$ cat config.mk
export PLATFORM = sky130hd
export DESIGN_NAME = pci_interp
export DESIGN_NICKNAME = d
export VERILOG_FILES = /design/src/rtl/pci_pkg.sv /design/src/rtl/pci_interp.sv
export SDC_FILE = /design/constraint.sdc
export NUM_CORES = 1
export LEC_CHECK = 0
export BUFFER_PORTS_ARGS = -buffer_cell sky130_fd_sc_hd__buf_2
export CORE_MARGIN = 1
export CORE_UTILIZATION = 45
export DETAILED_ROUTE_END_ITERATION = 7
export HOLD_SLACK_MARGIN = 0.05
export PLACE_DENSITY = 0.71
export SKIP_LAST_GASP = 1
export SLEW_MARGIN = 30
export SYNTH_ARGS = -nofsm -noshare
export SYNTH_HDL_FRONTEND = slang
export SYNTH_SLANG_ARGS = --single-unit
$ cat constraint.sdc
create_clock -name clk -period 7.05 [get_ports clk]
set_input_delay 0 -clock clk [delete_from_list [all_inputs] [get_ports clk]]
set_output_delay 0 -clock clk [all_outputs]
set_load 0.03 [all_outputs]
$ cat src/rtl/pci_pkg.sv
`timescale 1ns / 1ps
// ----------------------------------------------------------------------------
// pci_pkg: shared definitions for the pedal curve interpolator
// Field widths, curve geometry, operation codes and inter-module types.
// ----------------------------------------------------------------------------
package pci_pkg;

  localparam int DATA_W  = 16;  // sample, point and result width
  localparam int FRAC_W  = 10;  // fractional weight bits of the sample
  localparam int SEG_W   = 6;   // segment select bits of the sample
  localparam int CH_W    = 2;   // channel field width
  localparam int IDX_W   = 7;   // point index field width
  localparam int POINTS  = 65;  // points per curve

  localparam logic [DATA_W-1:0] FULL_SCALE = 16'hFFFF;

  typedef enum logic {
    OP_SHAPE = 1'b0,
    OP_WRITE = 1'b1
  } op_t;

  typedef enum logic {
    CLR_SWEEP = 1'b0,
    CLR_IDLE  = 1'b1
  } clr_state_t;

  // access request from the front end to the curve memory
  typedef struct packed {
    logic wr_en;
    logic rd_en;
  } mem_ctl_t;

endpackage

$ cat src/rtl/pci_interp.sv
`timescale 1ns / 1ps
// ----------------------------------------------------------------------------
// pci_interp: interpolation datapath
// Weight the segment slope, add it to the first point, or pass bypass samples.
// ----------------------------------------------------------------------------
module pci_interp (
  input  logic                        clk,
  input  logic                        rst_n,
  input  logic                        s1_valid,
  input  logic                        s1_bypass,
  input  logic [pci_pkg::DATA_W-1:0]  s1_sample,
  input  logic [pci_pkg::DATA_W-1:0]  y1,
  input  logic [pci_pkg::DATA_W-1:0]  y2,
  output logic                        adv,
  output logic                        out_valid,
  input  logic                        out_ready,
  output logic [pci_pkg::DATA_W-1:0]  out_shaped_value
);

  localparam int PROD_W = pci_pkg::DATA_W + pci_pkg::FRAC_W + 2;

  logic signed [pci_pkg::DATA_W:0]    diff;
  logic signed [pci_pkg::FRAC_W:0]    weight;
  logic signed [PROD_W-1:0]           prod;
  logic signed [PROD_W-1:0]           prod_sh;

  logic                               s2_valid_r;
  logic [pci_pkg::DATA_W-1:0]         s2_base_r;
  logic [pci_pkg::DATA_W-1:0]         s2_q_r;
  logic                               out_valid_r;
  logic [pci_pkg::DATA_W-1:0]         out_value_r;

  assign adv = !out_valid_r || out_ready;

  assign diff    = signed'({1'b0, y2}) - signed'({1'b0, y1});
  assign weight  = signed'({1'b0, s1_sample[pci_pkg::FRAC_W-1:0]});
  assign prod    = diff * weight;
  // arithmetic shift floors towards minus infinity
  assign prod_sh = prod >>> pci_pkg::FRAC_W;

  always_ff @(posedge clk) begin
    if (!rst_n) begin
      s2_valid_r  <= 1'b0;
      out_valid_r <= 1'b0;
    end else if (adv) begin
      s2_valid_r  <= s1_valid;
      out_valid_r <= s2_valid_r;
    end
  end

  always_ff @(posedge clk) begin
    if (adv) begin
      if (s1_bypass) begin
        s2_base_r <= s1_sample;
        s2_q_r    <= '0;
      end else begin
        s2_base_r <= y1;
        s2_q_r    <= prod_sh[pci_pkg::DATA_W-1:0];
      end
      out_value_r <= s2_base_r + s2_q_r;
    end
  end

  assign out_valid        = out_valid_r;
  assign out_shaped_value = out_value_r;

endmodule

======== Yosys cells after proc, flatten, opt, wreduce, memory -nomap -nowiden ========
Cells that the tools add are included.
cells by class
  $add $sub $neg .......................... 2
  multiply operators ...................... 1
  mux-type cells .......................... 1
  reductions and logical operators ........ 2
operators with widths
  operator                      number
  multiplier 17 x 11 -> 26 bit  1
  subtractor 16 x 16 -> 17 bit  1
  adder 16 bit                  1
  2-to-1 mux 16 bit             1
  logical NOT 1 bit             1
  logical OR 1 bit              1
storage, ports and cells
  flip-flop bits (word level) ............. 50
  input port bits ......................... 53

======== Longest topological paths before layout ========
  depth after elaboration ................. 2
  mapped depth ............................ 27
  gate-level depth less buffers ........... 27

======== Worst setup path after synthesis ========
Ideal clock, no wire load.
  kind .................................... input -> register
  from .................................... input port y2[0] (netlist bit)
  to ...................................... register s2_q_r[15] (netlist bit) (data pin)
  setup time .............................. 0.260 ns
  data arrival time ....................... 6.357 ns
  data required time ...................... 6.790 ns
  slack ................................... 0.433 ns
  stages .................................. 26
  path through ............................ inv_1 > ha_1 > fa_1 > nor2b_1 > o31ai_2 > a21oi_1 > a31o_2 > a21oi_1 > xnor2_1 > nand2_1 > fa_1 > fa_1 > inv_1 > fa_1 > fa_1 > inv_1 > fa_1 > inv_1 > ha_1 > and4_1 > nor2b_4 > o31ai_4 > o211ai_2 > a221o_1 > a31oi_1 > mux2_2
on the way
  cells in the longest elaborated chain, start to end .. 2
ends and longest elaborated chain
  what                          RTL line          source
  start: declaration            pci_interp.sv:13  input logic [pci_pkg::DATA_W-1:0] y2,
  subtractor 16 x 16 -> 17 bit  pci_interp.sv:35  assign diff = signed'({1'b0, y2}) - signed'({1'b0, y1});
  multiplier 17 x 11 -> 26 bit  pci_interp.sv:37  assign prod = diff * weight;
  end signal: assignment        pci_interp.sv:58  s2_q_r <= prod_sh[pci_pkg::DATA_W-1:0];
  end: declaration              pci_interp.sv:29  logic [pci_pkg::DATA_W-1:0] s2_q_r;
Every way passes these cells.
A chain may end at the register's enable or synchronous reset.

======== Final worst setup path ========
  from .................................... input port y1[1] (netlist bit)
  to ...................................... register s2_q_r[4] (netlist bit) (data pin)
on the way
  cells in the longest elaborated chain, start to end .. 2
ends and longest elaborated chain
  what                          RTL line          source
  start: declaration            pci_interp.sv:12  input logic [pci_pkg::DATA_W-1:0] y1,
  subtractor 16 x 16 -> 17 bit  pci_interp.sv:35
  multiplier 17 x 11 -> 26 bit  pci_interp.sv:37
Every way passes these cells.

==> results.cfg <==
[die]
dieArea_um2 = 21200
rows = 52
die_h_um = 146
die_w_um = 146
ios = 71
core_um2 = 20200
initial_utilization_pct = 45.8

[setup_path]
cp.arrival_ps = 6680
crit_path_end_kind = register
worstSetupStartpointType = primary input
critPathMaxFanout = 6
critical_path_class = primary input to register
cp_data_required_time_ps = 7040

[cells_and_area]
multi_input_area_um2 = 6910
fillers = 1881
seq_area_um2 = 1480
n_antenna_cell = 0
drive_gt1_share_pct = 12.3
fin_util_pct = 50.8
final_common_cell = inv_1
area_growth_pct = 11.0
fin_cells = 1342
nets = 1356
final_cell_mix = inv_1, fa_1, nand2_1

[timing]
rsz0062_at_grt = no
worstMarginPinSlew_ps = 929
setup_tns_ps = 0
skew_ps = 6.24
finalCritPeriodShare_pct = 94.8
report.final.hold_viol_count = 0
slew_viol_final = 0
slew_headroom_pct = 37.6
setup_violations = 0
holdWs_ps = 73.6
fin_crit_ps = 6690
max_freq_mhz = 150

[route]
wl_per_cell_um = 15.8
drt_iter0_markers = 466
vias_per_cell = 5.16
drtAntennaViolNets = 0
vias = 6929
drc_errors = 0
drt_wl_total_mm = 21.2
drtPass1Iterations = 5

[min_path]
hold_path.class = primary input to register

[synth]
ys_warn_count = 0
ys_seq_area_share_pct = 16.0
syn_area_per_cell_um2 = 9.37
synth_edf_count = 48
synth_cell_types = 61
ys_async_sr_fraction_pct = 0
syn-cell-area_um2 = 9270
synth.net_count = 1274
ys_seq_elements = 50
synth_flop_cell = edfxtp_1
syn_inst = 989

[grt]
grt_max_degree = 52
grt_util_all_layers_pct = 21.2
grt_pass1_vias = 7194
grt-ovfl-total = 0
antenna_found_initial = 1
grt_pass1_wl_mm = 35.5

[place]
gp_congestion = 0.870
numPortBuffers = 70
dp_cells = 1326
dp_hpwl_mm = 17.0

[clock_network]
cts_inserted_buffers = 5
clock_path_buffers = 2
cts_tree = yes
clkSlewWorstSetupHoldPaths_ps = 70
cts_setup_buffers = 0
clockRootBuffer = clkbuf_16
htree_levels = 2
cts_resized = 0
cts_sinks = 50
clk_latency_ps = 290

[outcome]
status = finished clean

[run]
drv_cap = 0
[critical path, cell delays in order]
cell and delay [ps]:
buf_2 120, inv_1 60, ha_1 270, nor2b_1 130, o21ai_1 80, a21boi_1 220, o21ai_2 120, nor2b_1 150
xnor2_1 600, buf_4 260, nand2_1 80, fa_1 450, fa_1 530, fa_1 570, inv_1 50, fa_1 510
fa_1 440, ha_1 310, nand2_1 60, o21ai_0 220, a211oi_1 90, buf_4 170, o21ai_2 240, a21o_1 190
a211oi_1 70, a2111oi_0 650
[cells in the mapped netlist, types with 3 or more instances]
master,n,area [um2]
a21o_1,6,45.0
o21bai_1,4,30.0
o21ai_1,4,20.0
and2_1,58,363
fa_1,146,2920
nand3_1,19,95.1
buf_2,3,15.0
clkbuf_1,27,101
nor2b_1,18,113
xnor2_1,37,324
o21ai_0,24,120
inv_1,203,762
or3_1,5,31.3
a2111oi_0,3,26.3
o21a_1,7,52.6
nand2b_1,18,113
and2b_1,3,22.5
nor2_1,36,135
nor3_1,14,70.1
nor3b_1,8,60.1
and3_1,16,100
nand2_1,95,357
edfxtp_1,48,1440
mux2i_1,8,80.1
a211o_1,3,26.3
a211oi_1,10,75.1
mux2_2,7,78.8
a21oi_1,23,115
a21oi_2,3,26.3
a21boi_1,3,22.5
xor2_1,6,52.6
ha_1,86,1080
[flip-flops by register name, indices dropped and copies added (netlist names)]
register,cells
s2_q_r,16
s2_valid_r,1
s2_base_r,16
out_valid,1
out_shaped_value,16
[path summary, 6_finish.rpt]
path / endpoint / cells after the start / slack (ps) / startpoint
worst max-delay path: s2_q_r[4] / 26 / 360 / y1[1]
worst min-delay path: s2_base_r[15] / 3 / 70 / y1[15]
worst max register to register: out_shaped_value[15] / 8 / 4540 / s2_base_r[1]
worst min register to register: out_valid / 2 / 480 / s2_valid_r
[through the flow]
| stage | setup slack, ps | instance area (um2) |
|---|---|---|
| global route | 46.9 | 10300 |
| global placement | 169 | 10100 |
| CTS | 406 | 10300 |
| detailed placement | 117 | 10100 |
| finish | 365 | 10300 |
| floorplan | 433 | 9270 |
[layer usage]
| metal | track usage [%] | part of all wire (%) | wire length (um) |
|---|---|---|---|
| met1 | 28.7 | 44 | 9400 |
| met2 | 36.4 | 48 | 10100 |
| met3 | 2.54 | 6.8 | 1440 |
| met4 | 4.84 | 1.3 | 269 |
| met5 | 0 | 0 | 0 |
[repair_timing]
action | 4_1_cts | 5_1_grt
hold buffers | 8 | 0
endpoints found under the setup margin | 0 | 0
endpoints found under the hold margin | 8 | 0
[kinds of logic (layout without fill, tap and decap cells)]
logic type	after synthesis	in the layout	share of synthesized area, %
AND/OR/NAND/NOR	304	304	17.1
flip-flops	50	50	16.0
XOR/XNOR	43	43	4.06
adder cells (fa/ha/maj)	232	232	43.1
buffers and inverters	234	317	9.52
multiplexers	15	15	1.71
AO/OA/AOI/OAI	111	111	8.46
[layout make-up]
cell class / instances / share of cell area (%)
clock buffers: 5 / 1.22
clock inverters: 3 / 0.243
inverters: 203 / 7.41
multi-input cells: 705 / 67.2
flip-flops and latches: 50 / 14.4
well taps: 270 / 3.28
repair buffers: 106 / 6.23
Power is not shown: default switching activity piles up to over one toggle a cycle in this logic, so the estimate is an artifact.
