### src/rtl/pci_pkg.sv
`timescale 1ns / 1ps
// ----------------------------------------------------------------------------
// pci_pkg: shared definitions for the pedal curve interpolator
// Field widths, curve geometry, operation codes and inter-module types.
// ----------------------------------------------------------------------------
package pci_pkg;

  localparam int DATA_W  = 16;  // sample, point and result width
  localparam int FRAC_W  = 10;  // fractional weight bits of the sample
  localparam int SEG_W   = 6;   // segment select bits of the sample
  localparam int CH_W    = 2;   // channel field width
  localparam int IDX_W   = 7;   // point index field width
  localparam int POINTS  = 65;  // points per curve

  localparam logic [DATA_W-1:0] FULL_SCALE = 16'hFFFF;

  typedef enum logic {
    OP_SHAPE = 1'b0,
    OP_WRITE = 1'b1
  } op_t;

  typedef enum logic {
    CLR_SWEEP = 1'b0,
    CLR_IDLE  = 1'b1
  } clr_state_t;

  // access request from the front end to the curve memory
  typedef struct packed {
    logic wr_en;
    logic rd_en;
  } mem_ctl_t;

endpackage

### src/rtl/pci_curve_mem.sv
`timescale 1ns / 1ps
// ----------------------------------------------------------------------------
// pci_curve_mem: curve point store
// One write port, two registered read ports, and a ramp fill after reset.
// ----------------------------------------------------------------------------
module pci_curve_mem #(
  parameter int DEPTH  = 195,
  parameter int ADDR_W = 8
) (
  input  logic                        clk,
  input  logic                        rst_n,
  input  pci_pkg::mem_ctl_t           ctl,
  input  logic [ADDR_W-1:0]           wr_addr,
  input  logic [pci_pkg::DATA_W-1:0]  wr_data,
  input  logic [ADDR_W-1:0]           rd_addr_a,
  input  logic [ADDR_W-1:0]           rd_addr_b,
  output logic [pci_pkg::DATA_W-1:0]  rd_data_a,
  output logic [pci_pkg::DATA_W-1:0]  rd_data_b,
  output logic                        busy
);

  logic [pci_pkg::DATA_W-1:0] mem [DEPTH];

  pci_pkg::clr_state_t         state_r, state_nxt;
  logic [ADDR_W-1:0]           sweep_addr_r, sweep_addr_nxt;
  logic [pci_pkg::IDX_W-1:0]   sweep_idx_r, sweep_idx_nxt;
  logic                        sweep_last;
  logic                        sweep_we;
  logic [pci_pkg::DATA_W-1:0]  ramp_value;
  logic                        we;
  logic [ADDR_W-1:0]           we_addr;
  logic [pci_pkg::DATA_W-1:0]  we_data;

  assign sweep_last = (sweep_addr_r == ADDR_W'(DEPTH - 1));

  // next state
  always_comb begin
    state_nxt = state_r;
    unique case (state_r)
      pci_pkg::CLR_SWEEP: if (sweep_last) state_nxt = pci_pkg::CLR_IDLE;
      pci_pkg::CLR_IDLE:  state_nxt = pci_pkg::CLR_IDLE;
      default:            state_nxt = pci_pkg::CLR_SWEEP;
    endcase
  end

  // outputs of the sweep
  always_comb begin
    sweep_we = 1'b0;
    busy     = 1'b0;
    unique case (state_r)
      pci_pkg::CLR_SWEEP: begin
        sweep_we = 1'b1;
        busy     = 1'b1;
      end
      pci_pkg::CLR_IDLE: begin
        sweep_we = 1'b0;
        busy     = 1'b0;
      end
      default: begin
        sweep_we = 1'b0;
        busy     = 1'b1;
      end
    endcase
  end

  always_comb begin
    sweep_addr_nxt = sweep_addr_r + ADDR_W'(1);
    if (sweep_idx_r == pci_pkg::IDX_W'(pci_pkg::POINTS - 1)) begin
      sweep_idx_nxt = '0;
    end else begin
      sweep_idx_nxt = sweep_idx_r + pci_pkg::IDX_W'(1);
    end
  end

  // ramp of index times 1024, top point clamped to full scale
  always_comb begin
    if (sweep_idx_r[pci_pkg::SEG_W]) begin
      ramp_value = pci_pkg::FULL_SCALE;
    end else begin
      ramp_value = {sweep_idx_r[pci_pkg::SEG_W-1:0], pci_pkg::FRAC_W'(0)};
    end
  end

  always_ff @(posedge clk) begin
    if (!rst_n) begin
      state_r      <= pci_pkg::CLR_SWEEP;
      sweep_addr_r <= '0;
      sweep_idx_r  <= '0;
    end else begin
      state_r <= state_nxt;
      if (sweep_we) begin
        sweep_addr_r <= sweep_addr_nxt;
        sweep_idx_r  <= sweep_idx_nxt;
      end
    end
  end

  assign we      = sweep_we || ctl.wr_en;
  assign we_addr = sweep_we ? sweep_addr_r : wr_addr;
  assign we_data = sweep_we ? ramp_value : wr_data;

  always_ff @(posedge clk) begin
    if (we) begin
      mem[we_addr] <= we_data;
    end
    if (ctl.rd_en) begin
      rd_data_a <= mem[rd_addr_a];
      rd_data_b <= mem[rd_addr_b];
    end
  end

endmodule

### config.mk
export PLATFORM = sky130hd
export DESIGN_NAME = pci_curve_mem
export DESIGN_NICKNAME = d
export VERILOG_FILES = /design/src/rtl/pci_pkg.sv /design/src/rtl/pci_curve_mem.sv
export SDC_FILE = /design/constraint.sdc
export NUM_CORES = 2
export LEC_CHECK = 0
export BUFFER_PORTS_ARGS = -buffer_cell sky130_fd_sc_hd__buf_2
export CORE_MARGIN = 10
export CORE_UTILIZATION = 40
export CTS_CLUSTER_DIAMETER = 200
export DETAILED_ROUTE_END_ITERATION = 10
export PLACE_DENSITY_LB_ADDON = 0.25
export SYNTH_ARGS = -nofsm -noshare
export SYNTH_HDL_FRONTEND = slang
export SYNTH_SLANG_ARGS = --single-unit
### constraint.sdc
create_clock -name clk -period 15.5 [get_ports clk]
set_clock_uncertainty 0.2 [all_clocks]
set_input_delay 2.325 -clock clk [delete_from_list [all_inputs] [get_ports clk]]
set_output_delay 2.325 -clock clk [all_outputs]
set_load 0.01 [all_outputs]
After elaboration in Yosys (flattened, before gate mapping)
Memories as Yosys holds them, arrays and structs flattened. A register that Yosys moved wholly into a read port is not among the register bits.
Cells that the tools add are included.
Cells by class
  mux-type cells: 9
  reductions and logical operators: 1
  $add $sub $neg: 2
  eq/ne operators: 2
  bitwise operators: 1
Operators by type and width (count)
  $mux 16: 2
  $add 8x1->8 const B: 1
  $eq 8x8->1 const B: 1
  $mux 8: 1
  $add 7x1->7 const B: 1
  $eq 7x7->1 const B: 1
  $mux 7: 1
  $pmux 1 s2: 2
  $mux 1: 3
  $logic_or 1x1->1: 1
  $not 1->1: 1
Word-level totals
  word-level logic and storage cells: 19
  bits in writable memories: 3120
  register bits after elaboration: 16
  memories: 1
  output and inout bits: 33
Memory list
  mem: depth 195, width 16, rd ports 2, clocked after memory_dff 2, wr ports 1, line pci_curve_mem.sv:22  | logic [pci_pkg::DATA_W-1:0] mem [DEPTH];

Depth between registers and ports, before layout
  depth after elaboration: 5
  mapped depth: 14
  gate-level depth less buffers: 6

Worst setup path after synthesis
OpenSTA, ideal clock, no wires.
  kind: reg-to-reg
  start: reg state_r
  end: mem mem[0][11] (netlist name) (data pin)
  cell stages (with the launch flop): 6
  clock period less this slack: 10636 ps
  setup slack: 4864 ps
  data arrival time: 8722 ps
  path buffers: 4
  cells stage by stage: dfxtp_1 clkbuf_1 buf_1 clkbuf_1 clkbuf_1 o21ai_0
Between the ends
  longest elaborated chain between the ends: 3
Ends and longest elaborated chain
  start, declared: line pci_curve_mem.sv:24  | pci_pkg::clr_state_t state_r, state_nxt;
  start signal, assigned: line pci_curve_mem.sv:86  | state_r <= pci_pkg::CLR_SWEEP;
  start signal, assigned: line pci_curve_mem.sv:90  | state_r <= state_nxt;
  $not 1->1
  $pmux 1 s2 *: line pci_curve_mem.sv:50  | unique case (state_r)
  $mux 16 *: line pci_curve_mem.sv:100  | assign we_data = sweep_we ? ramp_value : wr_data;
  net we_data (one bit): line pci_curve_mem.sv:32  | logic [pci_pkg::DATA_W-1:0] we_data;
  end, declared: line pci_curve_mem.sv:22
Mark *: on every way through the listed nets, which the timed path passes. The rest lies on a longest branch.

==> impl_results.md <==
- Status: complete, but fails checks
- Failing checks: max-capacitance violations, max-slew violations
- Worst Path Class, Setup: in -> reg
- Cell Pwr Density: about 120 nW/um^2
- CTS tree: yes
- Post-synth ARST share: 0
- Share of the synthesized area in the top cell type: 0.645
- Clock Latency Late Sink: 0.97 ns
- # port buffers: 76
- Worst setup EP type: register
- Die area: 391000 um^2
- CTS Buf Count: 349
- Reg-to-Reg Start: state_r$_SDFF_PN0_
- Leading cell type in the layout, fill and taps excluded: edfxtp_1
- Req. time, crit path: 16.09 ns
- Die Height: 626 um
- P&R area growth vs syn: 12.9%
- Via density per instance: 6.74
- Hold Crit Depth: 2
- Hold Path Class: reg -> reg
- R2R Setup Slk: 10.69 ns
- Top cells by area, synth: edfxtp_1, mux4_2, mux2i_1, nor2_1, nand2_1
- Grt ovf: 0
- Syn Nets: around 7100
- Clock sinks: 3168
- Routed Antenna Nets: 0
- Area post-placement: around 150000 um^2
- RR Endpoint: mem[177][8]$_DFFE_PP_
- # setup viols final: 0
- First-pass DRT Iterations: 6
- Fin. max-slew vios: 7
- Wirelength, routed: roughly 520000 um
- Design Area, Final: roughly 170000 um^2
- Drt initial violations: 13312
- Fraction of layout cells with a size suffix above 1: 0.393
- RSZ-0062 raised after global routing: no
- Vias in the first global route: around 83000
- Via count: roughly 83000
- Avg WL per Cell: approximately 42 um
- Max Cap Violations: 4
- Die Wd: 626 um
- Setup slack after layout: 8.11 ns
- VDD IR max: 0.0923 mV
- Filler cell count: just over 30000
- Core region area: roughly 370000 um^2
- Post-Syn Area: ~150000 um^2
- Total leakage power: 51.2 nW
- GRT Total Usage: 0.261
- I/O pin count: 77
- Ys Warns: 0
- Final GP Congestion: 0.937
- Post-synthesis sequential area ratio: 0.647
- Worst r2r path cells: 5
- Fmax: 0.135 GHz
- Final worst-path cycle share: 0.477
- Period minus WS final: between 7 and 8 ns
- Storage element area: 95000 um^2
- Synth Register Bits: 3168
- First-pass GRT wire length: 711000 um
- Predominant post-synthesis flop cell: edfxtp_1
- Slew HR: -0.0544
- Worst slew pin tran: 1.58 ns
- Startpoint type of the worst setup path: input pin
- CTS clock-pin slew for the worst setup and hold paths: 0.06 ns
- Placed Cells: ~12000
- Commonest non-fill, non-tap cells in the layout: edfxtp_1, mux4_2, clkbuf_16
- Area leader, netlist: edfxtp_1
- Setup TNS: 0 ns
- Pin count of the biggest net entering global routing: 183
- Final hold violation count: 0
- CTS max path bufs: 4
- Initial Utilization: 0.401
- Rows: 222
- Yosys cell types: 74
- Initial antenna violation count: 55
- Clock root buffer: clkbuf_16
- CTS hold repair buffers: 0
- Area of the multi-input gates: 49900 um^2
- Post-synth EDFFs: 3152
- Postcts setup bufs: 0
- CTS resizes: 0
- Layout Nets: 7282
- H-tree depth: 5
- Mapped Cells: 7007
- Crit path DAT: 7.98 ns
- Hold Path Sink: sweep_addr_r[6]$_SDFFE_PN0N_
- Syn_area_per_cell: 20.9 um^2
- Largest fanout on the critical path: a little under 100
- Detailed Place HPWL: ~330000 um
- Worst slack at placement: roughly 7.6 ns
- Hold Crit Start: sweep_addr_r[6]$_SDFFE_PN0N_
- Non-Filler Instances: 12365
- Drc violations: 0
## synthesized netlist by cell type, types with 21 or more instances
master and n:
a211oi_1 21, a21oi_1 62, a221oi_1 38, a22o_1 26, a22oi_1 106, a31oi_1 24, buf_1 53, buf_2 142
buf_4 111, buf_6 27, clkbuf_1 208, edfxtp_1 3152, mux2_2 43, mux2i_1 190, mux4_2 1740, nand2_1 230
nand3_1 50, nor2_1 312, nor2b_1 38, nor3_1 46, o21ai_0 68, o22ai_1 52
## metrics by stage
step / hold WS [ns] / total power, mW / util
floorplan: 0.307 / 10.5 / -
global placement: 0.347 / 11.0 / 0.422
detailed placement: 0.366 / 11.1 / 0.422
CTS: 0.375 / 19.3 / 0.453
global route: 0.405 / 19.7 / 0.453
finish: 0.368 / 19.3 / 0.453
## state kept, by name (all words and copies together) (netlist names)
name          flops
sweep_idx_r       7
rd_data_b        16
sweep_addr_r      8
rd_data_a        16
mem            3120
state_r           1
## kinds of logic after synthesis
family | share of synthesized area
AO/OA/AOI/OAI | 0.0241
adder cells (fa/ha/maj) | 0.000341
buffers and inverters | 0.0197
multiplexers | 0.283
XOR/XNOR | 0.000657
flip-flops | 0.647
AND/OR/NAND/NOR | 0.0243
## power breakdown
group          switching [mW]  internal, mW  leakage [nW]  total [mW]
Sequential             0.0386          9.35          29.0        9.39
Combinational           0.946         0.567          16.7        1.51
Clock                    3.56          4.79          5.51        8.36
## how the worst max path moves through the flow
stage                                   end                from  cells past startpoint  slack [ns]
finish               rd_data_a[2]$_DFFE_PP_        rd_addr_a[0]                      9        8.11
global route         rd_data_a[2]$_DFFE_PP_        rd_addr_a[0]                      9        8.15
CTS                 rd_data_b[12]$_DFFE_PP_        rd_addr_b[1]                      9        8.61
detailed placement  rd_data_b[12]$_DFFE_PP_        rd_addr_b[1]                      9        7.60
global placement     rd_data_b[5]$_DFFE_PP_        rd_addr_b[1]                     10        6.55
floorplan              mem[0][11]$_DFFE_PP_  state_r$_SDFF_PN0_                      5        4.86
## critical path: stages
cell and delay (ns):
buf_12 0.49, buf_12 0.67, buf_12 0.53, mux4_2 0.37, mux4_2 0.39, nor2_1 0.14
nor4_1 1.30, o211ai_1 0.82, nor2_1 0.27
## per-layer routing
metal	share of wire	track usage
met1	0.36	0.338
met2	0.45	0.392
met3	0.12	0.0842
met4	0.067	0.142
met5	0.00027	0
## cell type report
type | count | area share
diodes | 28 | 0.000423
clock buffers | 420 | 0.0548
well taps | 4816 | 0.0364
multi-input cells | 3283 | 0.302
inverters | 14 | 0.000408
clock inverters | 218 | 0.0134
repair buffers | 418 | 0.0195
flip-flops and latches | 3168 | 0.574
Power figures use the tool's default switching activity.
